[config.mk]
export PLATFORM = sky130hd
export DESIGN_NAME = wsclock_page_replacer
export DESIGN_NICKNAME = d
export VERILOG_FILES = /design/src/hdl/wpr_pkg.sv /design/src/hdl/wpr_ctrl.sv /design/src/hdl/wpr_dp.sv /design/src/hdl/wsclock_page_replacer.sv
export VERILOG_INCLUDE_DIRS = /design/src /design/src/hdl
export SDC_FILE = /design/constraint.sdc
export NUM_CORES = 2
export LEC_CHECK = 0
export BUFFER_PORTS_ARGS = -buffer_cell sky130_fd_sc_hd__buf_2
export CORE_ASPECT_RATIO = 2
export CORE_MARGIN = 3
export CORE_UTILIZATION = 40
export DETAILED_ROUTE_END_ITERATION = 6
export PLACE_DENSITY = 0.54
export SETUP_SLACK_MARGIN = 0.05
export SLEW_MARGIN = 20
export SYNTH_ARGS = -nofsm -noshare
export SYNTH_HDL_FRONTEND = slang
export SYNTH_HIERARCHICAL = 1
export SYNTH_SLANG_ARGS = --single-unit
[constraint.sdc]
create_clock -name clk -period 6.1 [get_ports clk]
set_clock_uncertainty 0.15 [all_clocks]
set_input_delay 0.61 -clock clk [delete_from_list [all_inputs] [get_ports clk]]
set_output_delay 0.61 -clock clk [all_outputs]
set_load 0.005 [all_outputs]
[src/hdl/wsclock_page_replacer_macros.svh]
// Assertion macros for the WS-Clock page replacer.
// Included by the top level only; no dependencies.
`ifndef WSCLOCK_PAGE_REPLACER_MACROS_SVH
`define WSCLOCK_PAGE_REPLACER_MACROS_SVH

// Implication checked every clock, masked during reset.
`define WPR_ASSERT(lbl, ante, cons, msg) \
  lbl: assert property (@(posedge clk) disable iff (rst) (ante) |-> (cons)) else $error(msg);

// Same, with the consequent checked in the following cycle.
`define WPR_ASSERT_NEXT(lbl, ante, cons, msg) \
  lbl: assert property (@(posedge clk) disable iff (rst) (ante) |=> (cons)) else $error(msg);

`endif

[src/hdl/wpr_pkg.sv]
// Shared types and constants for the WS-Clock page replacer.
// No dependencies.
`timescale 1ns / 1ps
package wpr_pkg;

  localparam int FRAMES_DEF = 64;
  localparam int PAGE_W     = 7;
  localparam int COUNT_W    = 7;   // width of the resident_count field
  localparam int REG_W      = 8;

  localparam logic [REG_W-1:0] TAU_RST    = 8'd50;
  localparam logic [REG_W-1:0] PERIOD_RST = 8'd50;

  localparam logic REG_TAU    = 1'b0;
  localparam logic REG_PERIOD = 1'b1;

  typedef struct packed {
    logic start;     // latch page, bump tick, clear result
    logic clr_idx;   // restart scan index, clear min tracker
    logic inc_idx;
    logic rd_next;   // read at idx+1
    logic rd_victim; // read at victim index
    logic hit_wr;
    logic append;
    logic vchk;      // evaluate one frame of the victim scan
    logic ev_cap;    // capture evicted page, idx <= victim
    logic sh_wr;     // move frame idx+1 down to idx
    logic set_last;  // count <= FRAMES-1
    logic wrap;      // period check
    logic load_out;
  } wpr_cmd_t;

  typedef struct packed {
    logic match;
    logic srch_end;
    logic full;
    logic scan_end;
    logic take;
    logic sh_end;
    logic out_free;
  } wpr_sts_t;

endpackage

[src/hdl/wpr_ctrl.sv]
// Sequencer for the WS-Clock page replacer.
// Depends on wpr_pkg.
`timescale 1ns / 1ps
module wpr_ctrl (
  input  logic              clk,
  input  logic              rst,
  input  logic              in_valid,
  output logic              in_ready,
  input  wpr_pkg::wpr_sts_t sts,
  output wpr_pkg::wpr_cmd_t cmd
);
  import wpr_pkg::*;

  typedef enum logic [12:0] {
    S_IDLE      = 13'b0000000000001,
    S_SRCH_RD   = 13'b0000000000010,
    S_SRCH_CMP  = 13'b0000000000100,
    S_HIT_WR    = 13'b0000000001000,
    S_APPEND    = 13'b0000000010000,
    S_VSCAN_RD  = 13'b0000000100000,
    S_VSCAN_CHK = 13'b0000001000000,
    S_EV_RD     = 13'b0000010000000,
    S_EV_CAP    = 13'b0000100000000,
    S_SH_RD     = 13'b0001000000000,
    S_SH_WR     = 13'b0010000000000,
    S_WRAP      = 13'b0100000000000,
    S_FIN       = 13'b1000000000000
  } state_t;

  state_t state, state_next;

  assign in_ready = (state == S_IDLE);

  always_ff @(posedge clk) begin
    if (rst) begin
      state <= S_IDLE;
    end else begin
      state <= state_next;
    end
  end

  always_comb begin
    cmd        = '0;
    state_next = state;
    case (state)
      S_IDLE: begin
        if (in_valid) begin
          cmd.start  = 1'b1;
          state_next = S_SRCH_RD;
        end
      end
      S_SRCH_RD: begin
        if (sts.srch_end) begin
          if (sts.full) begin
            cmd.clr_idx = 1'b1;
            state_next  = S_VSCAN_RD;
          end else begin
            state_next = S_APPEND;
          end
        end else begin
          state_next = S_SRCH_CMP;
        end
      end
      S_SRCH_CMP: begin
        if (sts.match) begin
          state_next = S_HIT_WR;
        end else begin
          cmd.inc_idx = 1'b1;
          state_next  = S_SRCH_RD;
        end
      end
      S_HIT_WR: begin
        cmd.hit_wr = 1'b1;
        state_next = S_WRAP;
      end
      S_APPEND: begin
        cmd.append = 1'b1;
        state_next = S_WRAP;
      end
      S_VSCAN_RD: begin
        if (sts.scan_end) begin
          state_next = S_EV_RD;
        end else begin
          state_next = S_VSCAN_CHK;
        end
      end
      S_VSCAN_CHK: begin
        cmd.vchk = 1'b1;
        if (sts.take) begin
          state_next = S_EV_RD;
        end else begin
          cmd.inc_idx = 1'b1;
          state_next  = S_VSCAN_RD;
        end
      end
      S_EV_RD: begin
        cmd.rd_victim = 1'b1;
        state_next    = S_EV_CAP;
      end
      S_EV_CAP: begin
        cmd.ev_cap = 1'b1;
        state_next = S_SH_RD;
      end
      S_SH_RD: begin
        if (sts.sh_end) begin
          cmd.set_last = 1'b1;
          state_next   = S_APPEND;
        end else begin
          cmd.rd_next = 1'b1;
          state_next  = S_SH_WR;
        end
      end
      S_SH_WR: begin
        cmd.sh_wr   = 1'b1;
        cmd.inc_idx = 1'b1;
        state_next  = S_SH_RD;
      end
      S_WRAP: begin
        cmd.wrap   = 1'b1;
        state_next = S_FIN;
      end
      S_FIN: begin
        if (sts.out_free) begin
          cmd.load_out = 1'b1;
          state_next   = S_IDLE;
        end
      end
      default: begin
        state_next = S_IDLE;
      end
    endcase
  end

endmodule

[src/hdl/wpr_dp.sv]
// Datapath for the WS-Clock page replacer: frame memories, reference bits,
// tick, scan tracker, config registers and output register. Depends on wpr_pkg.
`timescale 1ns / 1ps
module wpr_dp #(
  parameter int FRAMES = wpr_pkg::FRAMES_DEF
) (
  input  logic                       clk,
  input  logic                       rst,
  input  wpr_pkg::wpr_cmd_t          cmd,
  output wpr_pkg::wpr_sts_t          sts,
  input  logic [wpr_pkg::PAGE_W-1:0] page_in,
  input  logic                       cfg_we,
  input  logic                       cfg_addr,
  input  logic [wpr_pkg::REG_W-1:0]  cfg_data,
  output logic                       out_valid,
  input  logic                       out_ready,
  output logic [15:0]                out_data
);
  import wpr_pkg::*;

  localparam int IW = (FRAMES > 1) ? $clog2(FRAMES) : 1;
  localparam int CW = $clog2(FRAMES + 1);

  logic [PAGE_W-1:0] page_mem  [FRAMES];
  logic [REG_W-1:0]  stamp_mem [FRAMES];
  logic [FRAMES-1:0] ref_bits;

  logic [REG_W-1:0]  tau, period, tick;
  logic [PAGE_W-1:0] page;
  logic [CW-1:0]     count, idx;
  logic [IW-1:0]     victim;
  logic [REG_W-1:0]  best_stamp;
  logic              found;
  logic              hit, ev_valid;
  logic [PAGE_W-1:0] ev_page;

  logic [PAGE_W-1:0] rd_page;
  logic [REG_W-1:0]  rd_stamp;
  logic [IW-1:0]     rd_addr, wr_addr, idx_lo;
  logic [REG_W:0]    age;
  logic              cur_ref;

  assign idx_lo  = idx[IW-1:0];
  assign cur_ref = ref_bits[idx_lo];
  assign age     = {1'b0, tick} - {1'b0, rd_stamp};

  always_comb begin
    if (cmd.rd_victim) begin
      rd_addr = victim;
    end else if (cmd.rd_next) begin
      rd_addr = IW'(idx + 1'b1);
    end else begin
      rd_addr = idx_lo;
    end
    wr_addr = cmd.append ? count[IW-1:0] : idx_lo;
  end

  always_comb begin
    sts.match    = (rd_page == page);
    sts.srch_end = (idx == count);
    sts.full     = (count == CW'(FRAMES));
    sts.scan_end = (idx == CW'(FRAMES));
    sts.take     = !cur_ref && ($signed(age) > $signed({1'b0, tau}));
    sts.sh_end   = (idx == CW'(FRAMES - 1));
    sts.out_free = !out_valid || out_ready;
  end

  // frame memories: one write, one registered read per cycle
  always_ff @(posedge clk) begin
    rd_page  <= page_mem[rd_addr];
    rd_stamp <= stamp_mem[rd_addr];
    if (cmd.append || cmd.sh_wr) begin
      page_mem[wr_addr] <= cmd.append ? page : rd_page;
    end
    if (cmd.append || cmd.sh_wr || cmd.hit_wr) begin
      stamp_mem[wr_addr] <= cmd.sh_wr ? rd_stamp : tick;
    end
  end

  always_ff @(posedge clk) begin
    if (rst) begin
      tau       <= TAU_RST;
      period    <= PERIOD_RST;
      tick      <= '0;
      count     <= '0;
      ref_bits  <= '0;
      out_valid <= 1'b0;
    end else begin
      if (cfg_we) begin
        if (cfg_addr == REG_TAU) begin
          tau <= cfg_data;
        end else begin
          period <= cfg_data;
        end
      end
      if (cmd.start) begin
        tick <= tick + 1'b1;
      end
      if (cmd.hit_wr || cmd.append) begin
        ref_bits[wr_addr] <= 1'b1;
      end
      if (cmd.vchk && cur_ref) begin
        ref_bits[idx_lo] <= 1'b0;
      end
      if (cmd.sh_wr) begin
        ref_bits[idx_lo] <= ref_bits[IW'(idx + 1'b1)];
      end
      if (cmd.append) begin
        count <= count + 1'b1;
      end else if (cmd.set_last) begin
        count <= CW'(FRAMES - 1);
      end
      if (cmd.wrap && (tick >= period)) begin
        ref_bits <= '0;
        tick     <= '0;
      end
      if (cmd.load_out) begin
        out_valid <= 1'b1;
      end else if (out_ready) begin
        out_valid <= 1'b0;
      end
    end
  end

  // per-item working registers
  always_ff @(posedge clk) begin
    if (cmd.start) begin
      page     <= page_in;
      idx      <= '0;
      hit      <= 1'b0;
      ev_valid <= 1'b0;
      ev_page  <= '0;
    end
    if (cmd.clr_idx) begin
      idx    <= '0;
      found  <= 1'b0;
      victim <= '0;
    end
    if (cmd.inc_idx) begin
      idx <= idx + 1'b1;
    end
    if (cmd.hit_wr) begin
      hit <= 1'b1;
    end
    if (cmd.vchk && !cur_ref) begin
      if (sts.take) begin
        victim <= idx_lo;
      end else if (!found || (rd_stamp < best_stamp)) begin
        found      <= 1'b1;
        best_stamp <= rd_stamp;
        victim     <= idx_lo;
      end
    end
    if (cmd.ev_cap) begin
      ev_valid <= 1'b1;
      ev_page  <= rd_page;
      idx      <= CW'(victim);
    end
    if (cmd.load_out) begin
      out_data <= {COUNT_W'(count), ev_page, ev_valid, hit};
    end
  end

endmodule

[src/hdl/wsclock_page_replacer.sv]
// Sequence: a hit ends the search at the matching frame; a miss with a free frame
// appends after searching all resident frames; a miss on a full table runs search,
// victim scan and shift-down, each pass through the single frame-memory read port.
// Throughput: one word in flight; the next word is taken once the result is registered.
// Reset: synchronous; clears count, tick, reference bits; tau and period return to 50.
// Frame page/stamp memories are not cleared: only entries below the count are read.
`timescale 1ns / 1ps
module wsclock_page_replacer #(
  parameter int FRAMES = wpr_pkg::FRAMES_DEF
) (
  input  logic                      clk,
  input  logic                      rst,
  input  logic                      s_axis_tvalid,
  output logic                      s_axis_tready,
  input  logic [7:0]                s_axis_tdata,  // [6:0] page_id
  output logic                      m_axis_tvalid,
  input  logic                      m_axis_tready,
  // [0] hit, [1] evicted_valid, [8:2] evicted_page, [15:9] resident_count
  output logic [15:0]               m_axis_tdata,
  input  logic                      cfg_we,
  input  logic                      cfg_addr,      // 0 tau, 1 reset_period
  input  logic [wpr_pkg::REG_W-1:0] cfg_data
);
  import wpr_pkg::*;

`include "wsclock_page_replacer_macros.svh"

  wpr_cmd_t cmd;
  wpr_sts_t sts;

  // controller sequences search, victim scan and compaction
  wpr_ctrl u_ctrl (
    .clk      (clk),
    .rst      (rst),
    .in_valid (s_axis_tvalid),
    .in_ready (s_axis_tready),
    .sts      (sts),
    .cmd      (cmd)
  );

  // datapath holds the frame table and the result word
  wpr_dp #(.FRAMES(FRAMES)) u_dp (
    .clk       (clk),
    .rst       (rst),
    .cmd       (cmd),
    .sts       (sts),
    .page_in   (s_axis_tdata[PAGE_W-1:0]),
    .cfg_we    (cfg_we),
    .cfg_addr  (cfg_addr),
    .cfg_data  (cfg_data),
    .out_valid (m_axis_tvalid),
    .out_ready (m_axis_tready),
    .out_data  (m_axis_tdata)
  );

  // busy right after taking a word
  `WPR_ASSERT_NEXT(a_busy_after_accept, s_axis_tvalid && s_axis_tready, !s_axis_tready, "ready after accept")
  // a hit never evicts
  `WPR_ASSERT(a_hit_no_evict, m_axis_tvalid, !(m_axis_tdata[0] && m_axis_tdata[1]), "hit with eviction")
  // eviction only with a full table
  `WPR_ASSERT(a_evict_full, m_axis_tvalid && m_axis_tdata[1], m_axis_tdata[15:9] == COUNT_W'(FRAMES), "evict not full")

endmodule
==> flow_summary.ini <==
[run_status]
outcome = finished clean

[global_routing]
grt_overflow = 0
groute.usage.overall_pct = 20.5
grt_pass1_wl_um = 188000
antenna_found_initial = 1
grt_max_degree = 65
grt_pass1_vias = 28400

[floorplan]
die_width_um = 251
io_pins = 40
dieArea_sq_um = 125000
die_h_um = 496
start_util_pct = 40.3
coreArea_sq_um = 119000
rows = 179

[worst_setup_path]
required_ns = 6.51
ff2ff_path_depth = 13
worst_setup_path_end_kind = register
critPathArrivalTime_ns = 5.44
path_class = reg2reg
cp_max_fo = 39
start_kind = register

[synth]
ys.flop_type = edfxtp_1
synth_top_area_share_pct = 62.7
yosysMostFrequentCell = edfxtp_1
synth_commonest_cells = edfxtp_1, mux4_2, nor2_1
synth_cells = 2884
ys_seq_area_share_pct = 68.3
ys_seq_elements = 1138
netlist_area_sq_um = 48100
synth_edf_count = 1004
synth_area_leader_cell = edfxtp_1
synth_cell_types = 90
netlist_top_cells_area = edfxtp_1, mux4_2, dfxtp_1
async_flop_share_pct = 0
synth_nets = 2943
syn_avg_cell_area_sq_um = 16.7
yosysWarnings = 6

[pwr]
p_per_area_nw_per_um2 = 308
vdd.ir_drop.worst_mv = 0.209
p_leak_nw = 17.2
total_power_mw = 16.7

[route]
drtAntennaViolNets = 0
drt_iter0_markers = 2085
routed_via_density = 5.81
routed_wl_um = 128000
vias = 26800
drt-met1-wl_um = 45400
drc = 0
wl_met3_um = 6020
highest_layer = met4
dr_wl_met2_um = 68700
dr.pass1.iters = 7
wl_per_cell_um = 27.7

[worst_hold_path]
hold_depth = 3
hold_class = in2reg

[layout]
layout.cells.non_filler = 4612
area_growth_pct = 12.7
nFillCells = 10300
drive_gt1_share_pct = 21.6
fin_nets = 3050

[clocking]
cts_buffers = 97
cts_buffer_depth = 3
clock_sinks = 1138
root_buffer = clkbuf_16
cts_tree = built
cts.clk_slew.worst_paths_ns = 0.07
insertion_delay_ns = 0.70
h-tree-depth = 3

[timing]
timing.setup.tns_ns = 0
setup_ws_ns = 1.07
hold_viol = 0
finalCriticalPeriod_ns = 5.03
period_share_pct = 82.4
setup_viol = 0
rsz0062_at_grt = no
slew_violations = 0
worst_pin_slew_ns = 1.03
fmax_ghz = 0.199
whs_ns = 0.111
slew_headroom_pct = 31.3

[place]
dp_hpwl_um = 84700
dp_cells = 4415
place.gp.congestion = 0.878
port_buffers = 38
post-place-ws_ns = 1.07

[job]
cap_violations = 0
-- through the flow --
step / utilization, % / instance area [sq um]
2_1_floorplan: - / 48100
4_1_cts: 45.4 / 54100
5_1_grt: 45.4 / 54200
3_3_place_gp: 42.5 / 50600
6_report: 45.4 / 54200
3_5_place_dp: 42.5 / 50600
-- where the power goes --
group	total, mW	switching [mW]	internal [mW]	leakage, nW
clock	6.55	2.88	3.67	1.62
combinational	1.40	0.935	0.462	5.97
sequential	8.71	0.0498	8.66	9.59
-- worst max-delay path, stage by stage, from the launching register on --
cell and delay (ns):
dfxtp_1 0.38, nor4_4 0.37, nand4_2 0.25, nor3_1 0.76, xnor2_1 0.22, o21ai_4 0.16
buf_4 0.28, buf_4 0.57, mux4_2 0.40, nor2b_1 0.16, a211oi_1 0.53, a21oi_1 0.16
mux2i_1 0.31, mux2i_1 0.15
-- area by class of cell --
type	instances	area, sq um	area share [%]
tap	1538	1920	3.55
inverter	50	188	0.347
multi-input combinational	1512	14300	26.5
timing repair buffer	192	1540	2.85
clock inverter	56	671	1.24
antenna	1	2.50	0.00462
sequential	1138	32800	60.6
clock buffer	125	2660	4.92
-- placed cells by master, fill, tap and decap left out, types with 20 or more instances in the layout --
cell type | Yosys | layout
o22ai_1 | 27 | 27
mux4_2 | 259 | 259
nor3_1 | 53 | 51
a211oi_1 | 65 | 65
a21oi_1 | 150 | 147
buf_2 | 58 | 38
o31ai_1 | 37 | 37
nor2b_1 | 74 | 74
ha_1 | 36 | 36
mux2i_1 | 120 | 119
buf_4 | 11 | 127
inv_1 | 49 | 49
xor2_1 | 20 | 20
a31oi_1 | 35 | 35
nor2_1 | 182 | 182
nand3_1 | 22 | 22
o211a_1 | 32 | 32
o21ai_0 | 23 | 21
nand2_1 | 117 | 117
dfxtp_1 | 134 | 134
clkbuf_16 | 0 | 102
edfxtp_1 | 1004 | 1004
-- layer usage --
metal  vias up  track usage, %
met3       359            3.01
met1     13800            22.6
met5         -               0
met2       929            37.9
li1      11700               -
met4         0            11.2
-- flip-flops by register name, indices dropped and copies added (netlist names), 6 cells and up --
name,count
u_dp/rd_stamp,8
u_dp/rd_page,7
u_dp/best_stamp,8
u_dp/victim,6
u_dp/out_data,16
u_dp/idx,7
u_dp/ev_page,7
u_dp/stamp_mem,512
u_dp/count,7
u_dp/period,8
u_dp/ref_bits,64
u_dp/page_mem,448
u_ctrl/state,13
u_dp/page,7
u_dp/tau,8
u_dp/tick,8
-- kinds of logic (layout without fill, tap and decap cells) --
logic type / after synthesis / in the layout / share of synthesized area, %
DFF: 1138 / 1138 / 68.3
and+or+nand+nor: 571 / 571 / 5.95
muxes: 407 / 407 / 15.3
other: 0 / 1 / 0
xor gates and xnor gates: 40 / 40 / 0.745
AOI/OAI and AO/OA: 457 / 457 / 6.52
buffers and inverters: 234 / 423 / 2.16
adders and majority gates: 37 / 37 / 0.979
-- final timing paths --
path / start / end / slack (ns)
setup reg to reg: u_ctrl/state[0] / u_dp/rd_stamp[6] / 1.07
hold / removal: s_axis_tvalid / u_ctrl/state[1] / 0.11
setup / recovery: u_ctrl/state[0] / u_dp/rd_stamp[6] / 1.07
hold reg to reg: u_dp/ev_page[0] / u_dp/out_data[2] / 0.27
-- repair_timing --
action,CTS,global route
gates resized for setup,0,0
hold endpoints to repair,23,0
setup buffers,0,0
hold buffers,15,0
(Power assumes the default switching activity.)
